--- src/design/voltage_to_pwm_compare_core_assert.svh ---
// Assertion macros for the PWM compare core.
// Both expect a clock named i_clk and an active-low reset named i_rst_n in scope.
`ifndef VOLTAGE_TO_PWM_COMPARE_CORE_ASSERT_SVH
`define VOLTAGE_TO_PWM_COMPARE_CORE_ASSERT_SVH

// Same-cycle implication.
`define VPC_ASSERT_NOW(lbl, ante, cons, msg) \
    lbl: assert property (@(posedge i_clk) disable iff (!i_rst_n) (ante) |-> (cons)) \
        else $error(msg);

// Next-cycle implication.
`define VPC_ASSERT_NEXT(lbl, ante, cons, msg) \
    lbl: assert property (@(posedge i_clk) disable iff (!i_rst_n) (ante) |=> (cons)) \
        else $error(msg);

`endif

--- src/design/vpc_pkg.sv ---
package vpc_pkg;

    // Compare counter width default
    localparam int VPC_COUNT_WIDTH = 16;

    // APB register map
    localparam int PADDR_W   = 5;
    localparam int REG_IDX_W = 3;
    localparam logic [REG_IDX_W-1:0] REG_PWM_PERIOD   = 3'd0;
    localparam logic [REG_IDX_W-1:0] REG_SUPPLY_MV    = 3'd1;
    localparam logic [REG_IDX_W-1:0] REG_LIMIT_MV     = 3'd2;
    localparam logic [REG_IDX_W-1:0] REG_FRAC_OFFSET  = 3'd3;
    localparam logic [REG_IDX_W-1:0] REG_CENTER_ALIGN = 3'd4;
    localparam logic [REG_IDX_W-1:0] REG_USE_FRACTION = 3'd5;

    // Register reset values
    localparam logic [15:0] PERIOD_RST     = 16'd1023;
    localparam logic [15:0] SUPPLY_RST     = 16'd12000;
    localparam logic [15:0] LIMIT_RST      = 16'd12000;
    localparam logic [1:0]  FRAC_OFS_RST   = 2'd0;
    localparam logic        CENTER_RST     = 1'b1;
    localparam logic        USE_FRAC_RST   = 1'b1;

    // Duty scaling (hundredths of a percent)
    localparam logic [13:0] DUTY_FULL        = 14'd10000;
    localparam logic [16:0] DUTY_CENTER_DIV  = 17'd20000;
    localparam logic [16:0] DUTY_CENTER_RND  = 17'd10000;
    localparam logic [16:0] DUTY_EDGE_DIV    = 17'd10000;

    // Serial divider: one quotient bit per cycle
    localparam int DIV_STEPS = 36;

    typedef enum logic [1:0] {
        FN_APPLY_V    = 2'd0,
        FN_STAGE_V    = 2'd1,
        FN_COMMIT     = 2'd2,
        FN_APPLY_DUTY = 2'd3
    } t_func;

    typedef enum logic [2:0] {
        S_IDLE,
        S_MUL,
        S_LOAD,
        S_DIV,
        S_CLAMP,
        S_PLACE
    } t_state;

endpackage

--- src/design/vpc_if.sv ---
// Command channel
interface vpc_cmd_if;
    logic              valid;
    logic              ready;
    logic [1:0]        func;
    logic signed [15:0] speed_mv;
    logic signed [14:0] duty_centi;

    modport source (output valid, output func, output speed_mv, output duty_centi,
                    input ready);
    modport sink   (input valid, input func, input speed_mv, input duty_centi,
                    output ready);
endinterface

// Result channel
interface vpc_res_if;
    logic        valid;
    logic        ready;
    logic [15:0] rise_compare;
    logic [15:0] fall_compare;
    logic [1:0]  fraction_bits;
    logic        pending;
    logic        applied;

    modport source (output valid, output rise_compare, output fall_compare,
                    output fraction_bits, output pending, output applied, input ready);
    modport sink   (input valid, input rise_compare, input fall_compare,
                    input fraction_bits, input pending, input applied, output ready);
endinterface

--- src/design/voltage_to_pwm_compare_core.sv ---
// PWM compare core: turns a signed millivolt command or a duty in 0.01 % into
// compare values for a center-aligned or edge-aligned PWM timer.
// i_cmd (valid/ready) carries func, speed_mv and duty_centi; o_res carries the
// live rise/fall compares, fraction bits, the pending flag and the applied flag.
// One result per command transfer.
// Voltage and duty commands run through one multiplier pass and a restoring
// divider that produces one quotient bit per cycle; the result becomes valid
// when i_cmd.ready also returns, so no new command is taken until the
// previous one is through. A commit skips the arithmetic and goes straight to
// placement.
// i_cmd.ready is low while a command is in work. The result sits in an output
// register, so a new command is taken while it waits; if o_res.ready is still
// low when the next result is due, the core holds in its last step.
// Reset (i_rst_n, synchronous) restores the register defaults, the live and
// staged compares (quarter and three quarters of the default period), clears
// pending and drops o_res.valid. APB registers at word-aligned byte addresses.
`include "voltage_to_pwm_compare_core_assert.svh"

module voltage_to_pwm_compare_core #(
    parameter int COUNT_WIDTH = vpc_pkg::VPC_COUNT_WIDTH
) (
    input  logic                         i_clk,
    input  logic                         i_rst_n,
    vpc_cmd_if.sink                      i_cmd,
    vpc_res_if.source                    o_res,
    input  logic                         psel,
    input  logic                         penable,
    input  logic                         pwrite,
    input  logic [vpc_pkg::PADDR_W-1:0]  paddr,
    input  logic [31:0]                  pwdata,
    output logic [31:0]                  prdata,
    output logic                         pready
);

    localparam int          CW16     = (COUNT_WIDTH < 16) ? COUNT_WIDTH : 16;
    localparam logic [15:0] CntMask  = 16'((32'd1 << CW16) - 32'd1);
    localparam logic [15:0] RiseRst  = 16'(vpc_pkg::PERIOD_RST / 4) & CntMask;
    localparam logic [15:0] FallRst  = 16'((3 * vpc_pkg::PERIOD_RST) / 4) & CntMask;
    localparam int          CNT_W    = $clog2(vpc_pkg::DIV_STEPS);
    localparam logic [CNT_W-1:0] CntLast = CNT_W'(vpc_pkg::DIV_STEPS - 1);

    // Wrap a compare value to the counter width, keep 16 bits
    function automatic logic [15:0] cnt_wrap(input logic [17:0] v);
        cnt_wrap = v[15:0] & CntMask;
    endfunction

    // ---------------- configuration registers ----------------
    logic [15:0] r_pwm_period, r_supply_mv, r_limit_mv;
    logic [1:0]  r_frac_offset;
    logic        r_center, r_use_frac;
    logic        cfg_wr;
    logic [vpc_pkg::REG_IDX_W-1:0] cfg_idx;

    assign pready  = 1'b1;
    assign cfg_wr  = psel && penable && pwrite;
    assign cfg_idx = paddr[vpc_pkg::PADDR_W-1:2];

    always_ff @(posedge i_clk) begin
        if (!i_rst_n) begin
            r_pwm_period  <= vpc_pkg::PERIOD_RST;
            r_supply_mv   <= vpc_pkg::SUPPLY_RST;
            r_limit_mv    <= vpc_pkg::LIMIT_RST;
            r_frac_offset <= vpc_pkg::FRAC_OFS_RST;
            r_center      <= vpc_pkg::CENTER_RST;
            r_use_frac    <= vpc_pkg::USE_FRAC_RST;
        end else if (cfg_wr) begin
            case (cfg_idx)
                vpc_pkg::REG_PWM_PERIOD:   r_pwm_period  <= pwdata[15:0];
                vpc_pkg::REG_SUPPLY_MV:    r_supply_mv   <= pwdata[15:0];
                vpc_pkg::REG_LIMIT_MV:     r_limit_mv    <= pwdata[15:0];
                vpc_pkg::REG_FRAC_OFFSET:  r_frac_offset <= pwdata[1:0];
                vpc_pkg::REG_CENTER_ALIGN: r_center      <= pwdata[0];
                vpc_pkg::REG_USE_FRACTION: r_use_frac    <= pwdata[0];
                default: ;
            endcase
        end
    end

    // Register readback
    always_comb begin
        case (cfg_idx)
            vpc_pkg::REG_PWM_PERIOD:   prdata = {16'd0, r_pwm_period};
            vpc_pkg::REG_SUPPLY_MV:    prdata = {16'd0, r_supply_mv};
            vpc_pkg::REG_LIMIT_MV:     prdata = {16'd0, r_limit_mv};
            vpc_pkg::REG_FRAC_OFFSET:  prdata = {30'd0, r_frac_offset};
            vpc_pkg::REG_CENTER_ALIGN: prdata = {31'd0, r_center};
            vpc_pkg::REG_USE_FRACTION: prdata = {31'd0, r_use_frac};
            default:                   prdata = 32'd0;
        endcase
    end

    // ---------------- control ----------------
    vpc_pkg::t_state r_state, n_state;
    vpc_pkg::t_func  r_func, cmd_func;
    logic            cmd_fire, out_free, finish;
    logic [CNT_W-1:0] r_cnt;
    logic            r_out_valid;

    assign cmd_func    = vpc_pkg::t_func'(i_cmd.func);
    assign i_cmd.ready = (r_state == vpc_pkg::S_IDLE);
    assign cmd_fire    = i_cmd.valid && i_cmd.ready;
    assign out_free    = !r_out_valid || o_res.ready;
    assign finish      = (r_state == vpc_pkg::S_PLACE) && out_free;

    always_ff @(posedge i_clk) begin
        if (!i_rst_n) begin
            r_state <= vpc_pkg::S_IDLE;
        end else begin
            r_state <= n_state;
        end
    end

    // Sequencer next state
    always_comb begin
        n_state = r_state;
        case (r_state)
            vpc_pkg::S_IDLE: begin
                if (cmd_fire) begin
                    n_state = (cmd_func == vpc_pkg::FN_COMMIT) ? vpc_pkg::S_PLACE
                                                                : vpc_pkg::S_MUL;
                end
            end
            vpc_pkg::S_MUL:   n_state = vpc_pkg::S_LOAD;
            vpc_pkg::S_LOAD:  n_state = vpc_pkg::S_DIV;
            vpc_pkg::S_DIV: begin
                if (r_cnt == CntLast) n_state = vpc_pkg::S_CLAMP;
            end
            vpc_pkg::S_CLAMP: n_state = vpc_pkg::S_PLACE;
            vpc_pkg::S_PLACE: begin
                if (out_free) n_state = vpc_pkg::S_IDLE;
            end
            default:          n_state = vpc_pkg::S_IDLE;
        endcase
    end

    // ---------------- operand preparation at command transfer ----------------
    logic signed [16:0] spd, lim_s, spd_c;
    logic [15:0]        sup;
    logic signed [17:0] volt_x;
    logic [13:0]        duty_c;
    logic [16:0]        p1;
    logic               is_duty;
    logic [19:0]        op_a;
    logic signed [17:0] op_b;
    logic [16:0]        op_add, op_div;

    assign p1 = {1'b0, r_pwm_period} + 17'd1;

    always_comb begin
        spd    = {i_cmd.speed_mv[15], i_cmd.speed_mv};
        lim_s  = $signed({1'b0, r_limit_mv});
        if (spd < -lim_s)     spd_c = -lim_s;
        else if (spd > lim_s) spd_c = lim_s;
        else                  spd_c = spd;
        sup    = (r_supply_mv == 16'd0) ? 16'd1 : r_supply_mv;
        volt_x = {spd_c[16], spd_c} + $signed({2'b00, sup});

        if (i_cmd.duty_centi < 15'sd0)
            duty_c = 14'd0;
        else if (i_cmd.duty_centi > $signed({1'b0, vpc_pkg::DUTY_FULL}))
            duty_c = vpc_pkg::DUTY_FULL;
        else
            duty_c = i_cmd.duty_centi[13:0];

        is_duty = (cmd_func == vpc_pkg::FN_APPLY_DUTY);
        op_b    = is_duty ? $signed({4'b0000, duty_c}) : volt_x;
        if (r_center) begin
            op_a   = is_duty ? {p1, 3'b000} : {1'b0, p1, 2'b00};
            op_add = is_duty ? vpc_pkg::DUTY_CENTER_RND : {1'b0, sup};
            op_div = is_duty ? vpc_pkg::DUTY_CENTER_DIV : {sup, 1'b0};
        end else begin
            op_a   = {4'b0000, r_pwm_period};
            op_add = 17'd0;
            op_div = is_duty ? vpc_pkg::DUTY_EDGE_DIV : {sup, 1'b0};
        end
    end

    // ---------------- shared multiply / serial divide ----------------
    logic [19:0]        r_mul_a;
    logic signed [17:0] r_mul_b;
    logic [16:0]        r_add, r_div;
    logic signed [38:0] r_prod;
    logic signed [39:0] num;
    logic [35:0]        r_quo;
    logic [16:0]        r_rem;
    logic [17:0]        rem_sh;
    logic [18:0]        rem_diff;

    assign num      = {r_prod[38], r_prod} + $signed({23'd0, r_add});
    assign rem_sh   = {r_rem, r_quo[35]};
    assign rem_diff = {1'b0, rem_sh} - {2'b00, r_div};

    always_ff @(posedge i_clk) begin
        if (cmd_fire) begin
            r_func  <= cmd_func;
            r_mul_a <= op_a;
            r_mul_b <= op_b;
            r_add   <= op_add;
            r_div   <= op_div;
        end
        // product, one pass
        if (r_state == vpc_pkg::S_MUL) begin
            r_prod <= $signed({1'b0, r_mul_a}) * r_mul_b;
        end
        // non-positive numerator gives zero
        if (r_state == vpc_pkg::S_LOAD) begin
            r_quo <= (num[39] || num == 40'sd0) ? 36'd0 : num[35:0];
            r_rem <= 17'd0;
            r_cnt <= '0;
        end
        // restoring divide, one bit per cycle
        if (r_state == vpc_pkg::S_DIV) begin
            r_cnt <= r_cnt + 1'b1;
            if (!rem_diff[18]) begin
                r_rem <= rem_diff[16:0];
                r_quo <= {r_quo[34:0], 1'b1};
            end else begin
                r_rem <= rem_sh[16:0];
                r_quo <= {r_quo[34:0], 1'b0};
            end
        end
    end

    // ---------------- clamp and fraction carry ----------------
    logic [18:0] d_lim, d_min, d_adj;
    logic [2:0]  frac_sum;
    logic [1:0]  frac_c;
    logic [18:0] r_d;
    logic [1:0]  r_frac;

    always_comb begin
        d_lim    = r_center ? {p1, 2'b00} : {3'b000, r_pwm_period};
        d_min    = (r_quo > {17'd0, d_lim}) ? d_lim : r_quo[18:0];
        frac_sum = {1'b0, d_min[1:0]} + {1'b0, r_frac_offset};
        if (!r_center) begin
            frac_c = 2'd0;
            d_adj  = d_min;
        end else if (r_use_frac) begin
            frac_c = frac_sum[1:0];
            d_adj  = d_min + {16'd0, frac_sum[2], 2'b00};
        end else begin
            frac_c = r_frac_offset;
            d_adj  = d_min;
        end
    end

    always_ff @(posedge i_clk) begin
        if (r_state == vpc_pkg::S_CLAMP) begin
            r_d    <= d_adj;
            r_frac <= frac_c;
        end
    end

    // ---------------- placement in the period ----------------
    logic [16:0] w, p1_w, off;
    logic [15:0] res_rise, res_fall;

    always_comb begin
        w    = r_d[18:2];
        p1_w = p1 - w;
        off  = (w > p1) ? 17'd0 : {1'b0, p1_w[16:1]};
        if (!r_center) begin
            res_rise = cnt_wrap({2'b00, r_d[15:0]});
            res_fall = cnt_wrap({2'b00, r_pwm_period});
        end else if (r_d == 19'd0) begin
            res_rise = cnt_wrap({1'b0, p1});
            res_fall = 16'd0;
        end else begin
            res_rise = cnt_wrap({1'b0, off});
            res_fall = cnt_wrap({1'b0, off} + {1'b0, w});
        end
    end

    // ---------------- live / staged state ----------------
    logic [15:0] r_live_rise, r_live_fall, r_stg_rise, r_stg_fall;
    logic [1:0]  r_live_frac, r_stg_frac;
    logic        r_staged_valid;
    logic [15:0] n_live_rise, n_live_fall;
    logic [1:0]  n_live_frac;
    logic        n_staged_valid, n_applied;

    always_comb begin
        n_live_rise    = r_live_rise;
        n_live_fall    = r_live_fall;
        n_live_frac    = r_live_frac;
        n_staged_valid = r_staged_valid;
        n_applied      = 1'b0;
        case (r_func)
            vpc_pkg::FN_APPLY_V, vpc_pkg::FN_APPLY_DUTY: begin
                n_live_rise = res_rise;
                n_live_fall = res_fall;
                n_live_frac = r_frac;
                n_applied   = 1'b1;
            end
            vpc_pkg::FN_STAGE_V: begin
                n_staged_valid = 1'b1;
            end
            vpc_pkg::FN_COMMIT: begin
                if (r_staged_valid) begin
                    n_live_rise    = r_stg_rise;
                    n_live_fall    = r_stg_fall;
                    n_live_frac    = r_stg_frac;
                    n_staged_valid = 1'b0;
                    n_applied      = 1'b1;
                end
            end
            default: ;
        endcase
    end

    always_ff @(posedge i_clk) begin
        if (!i_rst_n) begin
            r_live_rise    <= RiseRst;
            r_live_fall    <= FallRst;
            r_live_frac    <= vpc_pkg::FRAC_OFS_RST;
            r_stg_rise     <= RiseRst;
            r_stg_fall     <= FallRst;
            r_stg_frac     <= 2'd0;
            r_staged_valid <= 1'b0;
        end else if (finish) begin
            r_live_rise    <= n_live_rise;
            r_live_fall    <= n_live_fall;
            r_live_frac    <= n_live_frac;
            r_staged_valid <= n_staged_valid;
            if (r_func == vpc_pkg::FN_STAGE_V) begin
                r_stg_rise <= res_rise;
                r_stg_fall <= res_fall;
                r_stg_frac <= r_frac;
            end
        end
    end

    // ---------------- output register ----------------
    logic [15:0] r_out_rise, r_out_fall;
    logic [1:0]  r_out_frac;
    logic        r_out_pending, r_out_applied;

    always_ff @(posedge i_clk) begin
        if (!i_rst_n) begin
            r_out_valid <= 1'b0;
        end else if (finish) begin
            r_out_valid <= 1'b1;
        end else if (o_res.ready) begin
            r_out_valid <= 1'b0;
        end
    end

    always_ff @(posedge i_clk) begin
        if (finish) begin
            r_out_rise    <= n_live_rise;
            r_out_fall    <= n_live_fall;
            r_out_frac    <= n_live_frac;
            r_out_pending <= n_staged_valid;
            r_out_applied <= n_applied;
        end
    end

    assign o_res.valid         = r_out_valid;
    assign o_res.rise_compare  = r_out_rise;
    assign o_res.fall_compare  = r_out_fall;
    assign o_res.fraction_bits = r_out_frac;
    assign o_res.pending       = r_out_pending;
    assign o_res.applied       = r_out_applied;

    // ---------------- assertions ----------------
    `VPC_ASSERT_NEXT(a_cmd_starts, cmd_fire, r_state == vpc_pkg::S_MUL || r_state == vpc_pkg::S_PLACE, "command transfer did not start the sequencer")
    `VPC_ASSERT_NOW(a_load_from_place, $rose(r_out_valid), $past(r_state == vpc_pkg::S_PLACE), "result loaded outside the placement step")
    `VPC_ASSERT_NOW(a_div_count, r_state == vpc_pkg::S_DIV, r_cnt <= CntLast, "divider step count overran")
    `VPC_ASSERT_NOW(a_pending_tracks, r_out_valid, r_out_pending == r_staged_valid, "pending flag disagrees with staged state")

endmodule
--- src/flat_wrapper.sv ---
// flat-port wrapper written by rule: the top's interface ports become plain ports
module voltage_to_pwm_compare_core_flat 
#(
    parameter int COUNT_WIDTH = vpc_pkg::VPC_COUNT_WIDTH
)
  (i_clk, i_rst_n, psel, penable, pwrite, paddr, pwdata, prdata, pready, i_cmd_valid, i_cmd_func, i_cmd_speed_mv, i_cmd_duty_centi, i_cmd_ready, o_res_valid, o_res_rise_compare, o_res_fall_compare, o_res_fraction_bits, o_res_pending, o_res_applied, o_res_ready);
  vpc_cmd_if i_cmd_i ();
  vpc_res_if o_res_i ();
  input  logic i_clk;
  input  logic i_rst_n;
  input  logic psel;
  input  logic penable;
  input  logic pwrite;
  input  logic [vpc_pkg::PADDR_W-1:0] paddr;
  input  logic [31:0] pwdata;
  output logic [31:0] prdata;
  output logic pready;
  input wire logic [$bits(i_cmd_i.valid)-1:0] i_cmd_valid;
  input wire logic [$bits(i_cmd_i.func)-1:0] i_cmd_func;
  input wire logic [$bits(i_cmd_i.speed_mv)-1:0] i_cmd_speed_mv;
  input wire logic [$bits(i_cmd_i.duty_centi)-1:0] i_cmd_duty_centi;
  output wire logic [$bits(i_cmd_i.ready)-1:0] i_cmd_ready;
  output wire logic [$bits(o_res_i.valid)-1:0] o_res_valid;
  output wire logic [$bits(o_res_i.rise_compare)-1:0] o_res_rise_compare;
  output wire logic [$bits(o_res_i.fall_compare)-1:0] o_res_fall_compare;
  output wire logic [$bits(o_res_i.fraction_bits)-1:0] o_res_fraction_bits;
  output wire logic [$bits(o_res_i.pending)-1:0] o_res_pending;
  output wire logic [$bits(o_res_i.applied)-1:0] o_res_applied;
  input wire logic [$bits(o_res_i.ready)-1:0] o_res_ready;
  assign i_cmd_i.valid = i_cmd_valid;
  assign i_cmd_i.func = i_cmd_func;
  assign i_cmd_i.speed_mv = i_cmd_speed_mv;
  assign i_cmd_i.duty_centi = i_cmd_duty_centi;
  assign i_cmd_ready = i_cmd_i.ready;
  assign o_res_valid = o_res_i.valid;
  assign o_res_rise_compare = o_res_i.rise_compare;
  assign o_res_fall_compare = o_res_i.fall_compare;
  assign o_res_fraction_bits = o_res_i.fraction_bits;
  assign o_res_pending = o_res_i.pending;
  assign o_res_applied = o_res_i.applied;
  assign o_res_i.ready = o_res_ready;
  voltage_to_pwm_compare_core #(.COUNT_WIDTH(COUNT_WIDTH)) u_core (.i_clk(i_clk), .i_rst_n(i_rst_n), .i_cmd(i_cmd_i), .o_res(o_res_i), .psel(psel), .penable(penable), .pwrite(pwrite), .paddr(paddr), .pwdata(pwdata), .prdata(prdata), .pready(pready));
endmodule
--- config.mk ---
export PLATFORM = sky130hd
export DESIGN_NAME = voltage_to_pwm_compare_core_flat
export DESIGN_NICKNAME = d
export VERILOG_FILES = /design/src/design/vpc_pkg.sv /design/src/design/vpc_if.sv /design/src/design/voltage_to_pwm_compare_core.sv /design/src/flat_wrapper.sv
export VERILOG_INCLUDE_DIRS = /design/src /design/src/design
export SDC_FILE = /design/constraint.sdc
export NUM_CORES = 2
export LEC_CHECK = 0
export ABC_AREA = 1
export BUFFER_PORTS_ARGS = -buffer_cell sky130_fd_sc_hd__buf_2
export CAP_MARGIN = 20
export CORE_MARGIN = 3
export CORE_UTILIZATION = 31
export CTS_CLUSTER_SIZE = 28
export DETAILED_ROUTE_END_ITERATION = 7
export PLACE_DENSITY = 0.58
export SLEW_MARGIN = 40
export SYNTH_ARGS = -nofsm -noshare
export SYNTH_HDL_FRONTEND = slang
export SYNTH_SLANG_ARGS = --single-unit
--- constraint.sdc ---
create_clock -name i_clk -period 9.1 [get_ports i_clk]
set_input_delay 2.73 -clock i_clk [delete_from_list [all_inputs] [get_ports i_clk]]
set_output_delay 2.73 -clock i_clk [all_outputs]
set_load 0.03 [all_outputs]
-- Yosys cells after proc, flatten, opt, wreduce, memory -nomap -nowiden
Index checks and enable logic that the tools add are counted.
- add/sub/neg operators: 10
- $mul: 1
- order comparisons: 6
- equality and inequality tests: 19
- mux-type cells: 48
- bitwise gates (word level): 1
- reduce and logical (&&, ||, !) cells: 26
- operators with widths (operator ; number):
    two-way mux 16 bit ; 9
    two-way mux 17 bit ; 8
    two-way mux 36 bit ; 3
    case mux 16 bit (6 select lines) ; 1
    two-way mux 19 bit ; 5
    case mux 16 bit (2 select lines) ; 2
    two-way mux 14 bit ; 4
    adder 39 x 18 -> 40 bit ; 1
    zero test 40 bit ; 1
    multiplier 21 x 18 -> 39 bit ; 1
    greater-than comparator 36 x 19 -> 1 bit ; 1
    adder 19 x 3 -> 19 bit ; 1
    zero test 19 bit ; 1
    subtractor 18 x 17 -> 19 bit ; 1
    adder 17 x 17 -> 18 bit ; 1
    case mux 3 bit (6 select lines) ; 1
    adder 16 x 1 -> 17 bit (second input constant) ; 1
    greater-than comparator 16 x 17 -> 1 bit ; 1
    greater-than comparator 17 bit ; 1
    less-than comparator 16 x 17 -> 1 bit ; 1
    negation 16 -> 17 bit ; 1
    subtractor 17 bit ; 1
    adder 16 bit ; 1
    zero test 16 bit ; 1
    28 further kinds ; 62
- flip-flop bits (word level): 354
- bits of input ports: 77
- output and inout port bits: 71
- word-level logic and storage cells: 146

-- Logic depth before layout (Yosys ltp)
- depth in word-level cells: 8
- gate-level depth with buffers: 39
- gate-level depth less buffers: 39

-- Least setup slack after synthesis
No wires, ideal clock.
- kind: input to register
- from: in i_cmd_speed_mv[2]
- to: reg u_core.r_mul_b[14] (data pin)
- library setup time: 253 ps
- data arrival time: 6578 ps
- data required time: 8847 ps
- setup slack: 2269 ps
- stages on the path: 32
- path buffers: 1
- cell sequence: ha_1 nand2_1 o21ai_0 a21o_1 a21oi_1 o21ai_0 nand3_1 a21oi_1 nor2_1 o211ai_1 ha_1 o41ai_1 clkbuf_1 nand2_1 o21ai_0 inv_1 ha_1 fa_1 nand3_1 nand2_1 nand2_1 nand2_1 a21oi_1 o21ai_0 inv_1 nor2_1 nor2_1 o21ai_0 a21oi_1 nand2_1 nand2_1 nor2_1
- word-level cells in the longest chain between the ends: 4
- elaborated cells on any way between the ends: 5
- classes of those cells: add/sub: 1; order compare: 2; mux: 2
- ends and longest elaborated chain (element ; RTL line ; source):
    start, declared ; flat_wrapper.sv:20 ; input wire logic [$bits(i_cmd_i.speed_mv)-1:0] i_cmd_speed_mv;
    greater-than comparator 16 x 17 -> 1 bit ; voltage_to_pwm_compare_core.sv:153 ; else if (spd > lim_s) spd_c = lim_s;
    two-way mux 17 bit ; voltage_to_pwm_compare_core.sv:153 ;
    two-way mux 17 bit * ; voltage_to_pwm_compare_core.sv:152 ; if (spd < -lim_s) spd_c = -lim_s;
    adder 17 x 17 -> 18 bit * ; voltage_to_pwm_compare_core.sv:156 ; volt_x = {spd_c[16], spd_c} + $signed({2'b00, sup});
    end signal, assigned ; voltage_to_pwm_compare_core.sv:197 ; r_mul_b <= op_b;
    end, declared ; voltage_to_pwm_compare_core.sv:180 ; logic signed [17:0] r_mul_b;
Mark *: on every way between the ends. The rest lies on a longest branch, timed or not.
A chain may end at the register's enable or synchronous reset.

-- Final worst setup path
Ends and elaborated chain as after synthesis.

==> flow_metrics.py <==
metrics = {
    "place": {
        "hpwl_microns": 88900,
        "port_buffers": 112,
        "gp_congestion": 0.947,
        "dp.cells": 6157,
    },
    "critical_path": {
        "worstPathArrival_ps": 7520,
        "critPathKind": "primary input to flop",
        "cp-start-kind": "primary input",
        "max_stage_delay_ps": 410,
        "cp.buffers_inverters": 4,
        "required_ps": 9430,
        "path_max_fanout": 31,
        "crit_slowest_cell": "fa_1",
        "path_delay_family": "compound AO/OA/AOI/OAI gates",
        "cp-end-kind": "flop",
        "worst_path_most_repeated_cell": "nand2_1",
    },
    "die": {
        "rows": 123,
        "die_width_microns": 345,
        "initial_core_util_pct": 31.5,
        "dieArea_sq_um": 119000,
        "core_area_sq_um": 113000,
        "ios": 148,
        "die_y_microns": 345,
    },
    "timing": {
        "slew-limit-headroom_pct": 45.3,
        "tns_ps": 0,
        "fin_crit_sh_pct": 79.0,
        "grt_setup_unrepaired": "no",
        "period_needed_ps": 7190,
        "slew_viol_final": 0,
        "finClkSkew_ps": 31.4,
        "worst_pin_slew_ps": 820,
        "hold_viol_final": 0,
        "setup_violations": 0,
        "fmax_mhz": 139,
    },
    "finish": {
        "drive_above_1_share_pct": 7.90,
        "fin_cells": 6247,
        "nets": 5357,
        "area_growth_syn_to_layout_pct": 10.5,
    },
    "global_routing": {
        "grt_pass1_wl_microns": 176000,
        "antenna_found_initial": 3,
        "grt_max_degree": 92,
        "overflow": 0,
        "grt_usage_pct": 18.6,
        "grt_pass1_vias": 30100,
    },
    "routing": {
        "vias_per_cell": 4.86,
        "wl_per_cell_microns": 18.0,
        "drtIter0Drc": 2426,
        "vias": 30400,
        "drc_errors": 0,
        "postRouteWirelength_microns": 113000,
        "antenna_left": 0,
        "dr.pass1.iters": 6,
    },
    "logic_synthesis": {
        "ys_async_sr_fraction_pct": 0,
        "synth_warnings": 0,
        "synth_top_area_share_pct": 19.1,
        "synth-main-ff-cell": "edfxtp_1",
        "synth_edf_count": 227,
        "ys_seq_area_share_pct": 26.1,
        "synth_seq_cells": 352,
        "syn_area_per_cell_sq_um": 7.63,
        "yosysTopAreaCell": "edfxtp_1",
        "synth_cell_type_count": 67,
        "netlist_instances": 4680,
        "yosysMostFrequentCell": "nand2_1",
        "yosys-top-cells-count": "nand2_1, inv_1, nor2_1",
        "ys_top_cells_by_area": "edfxtp_1, fa_1, nand2_1",
        "synthesis.area_sq_um": 35700,
    },
    "clock_network": {
        "post_cts.repair.setup_buffers": 0,
        "clk_path_buf_depth": 3,
        "clockRootBuffer": "clkbuf_16",
        "clk_latency_ps": 590,
        "cts-resized-gates": 0,
        "holdBufCountCts": 0,
        "cts_buffers": 45,
        "clock-sinks": 352,
        "clk_pin_slew_ps": 60,
        "cts_htree_levels": 2,
        "tritoncts": "built",
    },
    "outcome": {
        "status": "finished clean",
    },
    "hold_path": {
        "hp-class": "flop to flop",
    },
    "run": {
        "drv_cap": 0,
    },
}
layout by cell type, fill, tap and decap left out, types with 47 or more instances in the layout:
cell type	count
a21oi_1	279
buf_2	112
clkbuf_16	47
dfxtp_1	124
edfxtp_1	227
fa_1	294
ha_1	277
inv_1	913
nand2_1	1128
nand3_1	144
nor2_1	289
o21ai_0	283
xor2_1	64
through the flow:
| stage | hold WS [ps] | cell area, sq um | setup WS [ps] | utilization [%] |
|---|---|---|---|---|
| 2_1_floorplan | 425 | 35800 | 2270 | - |
| 3_3_place_gp | 439 | 37800 | 1420 | 33.3 |
| 3_5_place_dp | 444 | 37900 | 1370 | 33.4 |
| 4_1_cts | 455 | 39400 | 1980 | 34.7 |
| 5_1_grt | 487 | 39500 | 1250 | 34.8 |
| 6_report | 453 | 39500 | 1910 | 34.8 |
final timing paths:
path | startpoint | endpoint | slack, ps | depth (start not counted)
min | u_core.r_stg_frac[1]$_SDFFE_PN0P_ | u_core.r_stg_frac[1]$_SDFFE_PN0P_ | 450 | 2
min reg2reg | u_core.r_stg_frac[1]$_SDFFE_PN0P_ | u_core.r_stg_frac[1]$_SDFFE_PN0P_ | 450 | 2
max reg2reg | u_core.r_mul_b[17]$_SDFFCE_PP0P_ | u_core.r_prod[38]$_DFFE_PP_ | 2320 | 19
max | i_cmd_speed_mv[2] | u_core.r_mul_b[14]$_SDFFCE_PP0P_ | 1910 | 33
sequential cells by signal, summed over array words and instances, names as in the netlist, 16 cells and up:
| signal | cells |
|---|---|
| u_core.r_prod | 39 |
| u_core.r_quo | 36 |
| u_core.r_mul_a | 20 |
| u_core.r_d | 19 |
| u_core.r_mul_b | 18 |
| u_core.r_rem | 17 |
| u_core.o_res.fall_compare | 16 |
| u_core.o_res.rise_compare | 16 |
| u_core.r_add | 16 |
| u_core.r_div | 16 |
| u_core.r_limit_mv | 16 |
| u_core.r_live_fall | 16 |
| u_core.r_live_rise | 16 |
| u_core.r_pwm_period | 16 |
| u_core.r_stg_fall | 16 |
| u_core.r_stg_rise | 16 |
| u_core.r_supply_mv | 16 |
kinds of logic (layout without fill, tap and decap cells):
group                    after synthesis  after routing  share of synthesized area [%]
multiplexers                           2              2                         0.0560
AND/OR/NAND/NOR                     1781           1781                           21.2
adder cells (fa/ha/maj)              571            571                           26.2
AO/OA/AOI/OAI                        728            728                           11.6
flip-flops                           352            352                           26.1
XOR/XNOR                             107            107                           2.66
other                                  2             20                         0.0210
buffers and inverters               1137           1186                           12.2
routing by layer:
layer / global-route usage, % / routed length [microns]
met5: 0 / 0
met2: 31.0 / 52300
met4: 6.23 / 4280
met1: 25.1 / 49700
met3: 2.06 / 6310
worst reg2reg max path: cells and delay by family, from the launching register on:
| kind | cells | cell delay, ps |
|---|---|---|
| AO/OA/AOI/OAI | 2 | 350 |
| buffers and inverters | 4 | 610 |
| AND/OR/NAND/NOR | 5 | 1250 |
| adder cells (fa/ha/maj) | 7 | 3560 |
| flip-flops | 1 | 520 |
| XOR/XNOR | 1 | 300 |
area by class of cell:
type                       count  area, sq um
antenna                        3         7.51
clock buffer                  63         1330
clock inverter                19          194
fill                       12000        73900
inverter                     930         3490
multi-input combinational   3206        22200
sequential                   352         9320
tap                         1500         1880
timing repair buffer         174         1110
Power is left out: the tool's default activity adds up to more than one toggle a clock period on the data nets, which glitch-free logic cannot reach.
